### src/sv/tci_pkg.sv
// ----------------------------------------------------------------------------
// tci_pkg: shared types and constants of the troubled cell indicator
// Beat formats, configuration layout, queue command format and helpers.
// ----------------------------------------------------------------------------
package tci_pkg;

    localparam int AVG_W       = 32;
    localparam int SLOPE_W     = 32;
    localparam int IND_W       = 3;
    localparam int CFG_W       = 16;
    localparam int CFG_INDEX_W = 1;
    // jumps avg + 2*slope - avg need two extra bits plus sign headroom
    localparam int JUMP_W      = AVG_W + 3;
    localparam int MAG_W       = SLOPE_W;
    localparam int PROD_W      = MAG_W + CFG_W;
    localparam int JPROD_W     = 2 * CFG_W;
    // classification stages between acceptance and the queue push
    localparam int FRONT_STAGES = 2;

    localparam logic [CFG_INDEX_W-1:0] REG_SLOPE_RATIO       = 1'b0;
    localparam logic [CFG_INDEX_W-1:0] REG_PRODUCT_THRESHOLD = 1'b1;

    localparam logic [CFG_W-1:0] SLOPE_RATIO_RESET       = 16'd256;
    localparam logic [CFG_W-1:0] PRODUCT_THRESHOLD_RESET = 16'd429;

    localparam logic [IND_W-1:0] IND_BOUNDARY = 3'd1;

    typedef logic [1:0] seen_t;

    typedef struct packed {
        logic signed [AVG_W-1:0]   cell_average;
        logic signed [SLOPE_W-1:0] cell_slope;
        logic                      last_cell;
    } cell_beat_t;

    typedef struct packed {
        logic [IND_W-1:0] indicator;
        logic             last_result;
    } result_beat_t;

    typedef struct packed {
        logic [CFG_W-1:0] slope_ratio;
        logic [CFG_W-1:0] product_threshold;
    } cfg_t;

    // one queue entry: up to three results, in emission order
    typedef struct packed {
        logic [1:0]       count;
        logic             row_last;
        logic [IND_W-1:0] ind0;
        logic [IND_W-1:0] ind1;
        logic [IND_W-1:0] ind2;
    } cmd_t;

    typedef struct packed {
        logic valid;
        cmd_t cmd;
    } cmd_slot_t;

    function automatic logic [MAG_W-1:0] slope_mag(input logic signed [SLOPE_W-1:0] v);
        return v[SLOPE_W-1] ? (MAG_W'(~v) + MAG_W'(1)) : MAG_W'(v);
    endfunction

    function automatic logic [JUMP_W-1:0] jump_mag(input logic signed [JUMP_W-1:0] v);
        return v[JUMP_W-1] ? (JUMP_W'(~v) + JUMP_W'(1)) : JUMP_W'(v);
    endfunction

endpackage

### src/sv/tci_queue.sv
// ----------------------------------------------------------------------------
// tci_queue: command queue between classification and result output
// Small FIFO of result commands; reports room for the in-flight stages.
// ----------------------------------------------------------------------------
module tci_queue
    import tci_pkg::*;
#(
    parameter int DEPTH = 4
)
(
    input  logic      clk,
    input  logic      rst_n,
    input  cmd_slot_t push,
    input  logic      pop,
    output cmd_slot_t head,
    output logic      room
);

    localparam int AW = (DEPTH > 1) ? $clog2(DEPTH) : 1;
    localparam int LW = $clog2(DEPTH + 1);
    localparam logic [AW-1:0] LAST_SLOT  = AW'(DEPTH - 1);
    localparam logic [LW-1:0] ROOM_LIMIT = LW'(DEPTH - FRONT_STAGES);

    cmd_t          mem [DEPTH];
    logic [AW-1:0] wr_ptr_reg, rd_ptr_reg;
    logic [LW-1:0] level_reg;
    logic          do_pop;

    assign head.valid = (level_reg != '0);
    assign head.cmd   = mem[rd_ptr_reg];
    assign do_pop     = pop && head.valid;
    // keep a slot free for every cell still in the classification stages
    assign room       = (level_reg < ROOM_LIMIT);

    always_ff @(posedge clk)
    begin
        if (push.valid)
            mem[wr_ptr_reg] <= push.cmd;
    end

    always_ff @(posedge clk or negedge rst_n)
    begin
        if (!rst_n)
        begin
            wr_ptr_reg <= '0;
            rd_ptr_reg <= '0;
            level_reg  <= '0;
        end
        else
        begin
            if (push.valid)
                wr_ptr_reg <= (wr_ptr_reg == LAST_SLOT) ? '0 : wr_ptr_reg + AW'(1);
            if (do_pop)
                rd_ptr_reg <= (rd_ptr_reg == LAST_SLOT) ? '0 : rd_ptr_reg + AW'(1);
            level_reg <= level_reg + LW'(push.valid) - LW'(do_pop);
        end
    end

endmodule

### config.mk
export PLATFORM = sky130hd
export DESIGN_NAME = tci_queue
export DESIGN_NICKNAME = d
export VERILOG_FILES = /design/src/sv/tci_pkg.sv /design/src/sv/tci_queue.sv
export SDC_FILE = /design/constraint.sdc
export NUM_CORES = 1
export LEC_CHECK = 0
export BUFFER_PORTS_ARGS = -buffer_cell sky130_fd_sc_hd__buf_2
export CORE_MARGIN = 2
export CORE_UTILIZATION = 63
export CTS_BUF_LIST = sky130_fd_sc_hd__clkbuf_8
export DETAILED_ROUTE_END_ITERATION = 16
export PLACE_DENSITY_LB_ADDON = 0.1
export SLEW_MARGIN = 20
export SYNTH_ARGS = -nofsm -noshare
export SYNTH_HDL_FRONTEND = slang
export SYNTH_SLANG_ARGS = --single-unit
### constraint.sdc
create_clock -name clk -period 3.25 [get_ports clk]
set_input_delay 0.65 -clock clk [delete_from_list [all_inputs] [get_ports clk]]
set_output_delay 0.65 -clock clk [all_outputs]
set_load 0.03 [all_outputs]
==> metrics.yaml <==
timing:
  max_freq_ghz: 0.3892
  hold_viol_final: 0
  finalSetupViolations: 0
  hold-worst-slack_ns: 0.1657
  finClkSkew_ns: 0.003876
  layout_setup_ws_ns: 0.6804
  rsz0062_at_grt: "no"
  fin_setup_tns_ns: 0
  drv_slew: 0
  relSlewSlack: 0.5793
  tightest_slew_ns: 0.6311
  final.period_utilization: 0.7906
  period_minus_slack_ns: 2.570
placement:
  port_buffers: 29
  dpl.hpwl_um: 2296
  dp_cells: 175
  place_congestion: 0.6337
  place_area_mm2: 0.002361
  place_ws_ns: 0.9800
floorplan:
  die_w_um: 62.92
  io_pins: 30
  fp.dieH_um: 62.92
  initial_core_util: 0.6554
  row_count: 21
  dieArea_mm2: 0.003959
  core_area_mm2: 0.003337
clock_tree:
  cts_resized: 0
  h-tree-depth: 2
  cts_tree: "done"
  cts_buffers: 5
  clk_latency_ns: 0.30
  clock_path_buffers: 2
  cts_hold_buf: 0
  cts_sinks: 55
  cts_root_buf: "clkbuf_8"
  clk_pin_slew_worst_paths_ns: 0.09
  post_cts_buffers: 0
worst_setup_path:
  critPathLaunch: "rd_ptr_reg[0]"
  rr_startpoint: "level_reg[1]"
  cp_max_fo: 9
  slowest_stage: "dfrtp_1"
  critical_path_class: "reg2out"
  crit_path_end_kind: "primary output"
  reg2reg_setup_slack_ns: 1.10
  worstSetupEndpoint: "head[11]"
  arrival_ns: 1.92
  crit_chain: "buf_4, mux4_1, buf_2"
  r2r_cells: 8
  worst_path_largest_cell_delay_ns: 0.60
  crit_path_start_kind: "flip-flop"
  r2r-end: "level_reg[2]"
  cp_data_required_time_ns: 2.60
yosys:
  synthCells: 102
  ys_seq_elements: 55
  syn_avg_cell_area_um2: 21.44
  synth_edf_count: 48
  yosys.area.top_type: "edfxtp_1"
  synth_common_cells: "edfxtp_1 (48), inv_1 (9), ha_1 (8), mux4_2 (8), dfrtp_1 (7)"
  ys_types: 19
  syn_area_mm2: 0.002187
  synth.net_count: 127
  synth.top_cell.area_share: 0.6590
  yosysSeqAreaShare: 0.7391
  ys.flop_type: "edfxtp_1"
  yosysWarningCount: 0
  async_reset_ff_frac: 0.1273
  post-synth-top-count-cell: "edfxtp_1"
  ys_top_cells_by_area: "edfxtp_1 (66%), mux4_2 (8.2%), dfrtp_1 (8.0%)"
cells_and_area:
  fin_util: 0.7398
  syn2layout_area_growth_pct: 12.87
  seqCellArea_mm2: 0.001617
  drive_gt1_frac: 0.3504
  multiInputGateArea_um2: 500.5
  final_nets: 161
  final_cells: 183
  n_antenna_cell: 0
  nFillCells: 214
  fin_area_mm2: 0.002469
  largest_reg_flops: 48
pwr:
  clkPwrFrac: 0.192
  power_frac_seq: 0.463
  ir_drop_mv: 0.4949
  intPower_mw: 1.461
  powerDensity_mw_per_mm2: 896.7
  leakage_nw: 0.9397
  p_sw_mw: 0.7530
  switching_share: 0.3401
  pwr-share-comb: 0.345
  finalPower_mw: 2.214
drt:
  via_count: 1021
  routed_wl_um: 3247
  dr.pass1.iters: 4
  post_drt_wl_per_cell_um: 17.74
  drt_iter0_markers: 33
  ant_nets: 0
  drc: 0
  via_per_inst: 5.579
global_route:
  antenna_found_initial: 0
  grt_pass1_vias: 1061
  globalRouteOverflowTotal: 0
  track_usage: 0.1798
  grt_pass1_wl_um: 5016
  grt_start_max_net_pins: 17
job:
  cap_violations: 0
min_path:
  hp-class: "in2async"
status:
  status: "completed"
==> power by group through the flow <==
stage / Clock, mW / Combinational [mW] / Sequential [mW]
after floorplan: 0 / 0.668 / 0.977
after global placement: 0 / 0.752 / 1.03
after detailed placement: 0 / 0.780 / 1.05
after CTS: 0.433 / 0.780 / 1.03
after global routing: 0.456 / 0.829 / 1.04
final: 0.425 / 0.763 / 1.03
==> critical path, delay by kind of cell (launching register included) <==
family                 cells  cell delay, ns
flip-flops                 1            0.60
multiplexers               1            0.55
buffers and inverters      2            0.46
==> cell usage in the layout (no fill, tap or decap), types with 2 or more instances in the layout <==
cell	netlist	routed
and2_1	4	4
buf_2	1	29
clkbuf_8	0	5
dfrtp_1	7	7
edfxtp_1	48	48
ha_1	8	8
inv_1	9	9
mux2_2	2	2
mux4_1	4	4
mux4_2	8	8
o21ai_0	2	2
==> cell families (layout without fill, tap and decap cells) <==
family	count (synthesis)	count (layout)	synth area share
compound gates	3	3	0.008011
fa+ha+maj	9	9	0.05492
simple gates	8	8	0.02116
mux	14	14	0.1407
flops	55	55	0.7391
xor+xnor	1	1	0.004005
buf+inv	12	47	0.03203
==> layout make-up <==
type,count,area share
well taps,46,0.02331
clock buffers,5,0.02788
repair buffers,30,0.06183
inverters,9,0.01368
multi-input cells,35,0.2027
clock inverters,3,0.01571
flip-flops and latches,55,0.6548
==> layer usage <==
metal,GRT usage,routed length [um],part of all wire
met1,0.1968,1286,0.40
met2,0.3271,1813,0.56
met3,0.05946,104,0.032
met4,0.05833,42,0.013
met5,0,0,0
==> worst min-delay path by stage <==
stage,start,end,slack (ns)
floorplan,rst_n,level_reg[0],0.35
global placement,rst_n,level_reg[2],0.49
detailed placement,rst_n,level_reg[2],0.49
CTS,rst_n,level_reg[2],0.16
global route,rst_n,wr_ptr_reg[1],0.15
finish,rst_n,level_reg[0],0.17
Note: power is estimated with default switching activity, not from simulation.
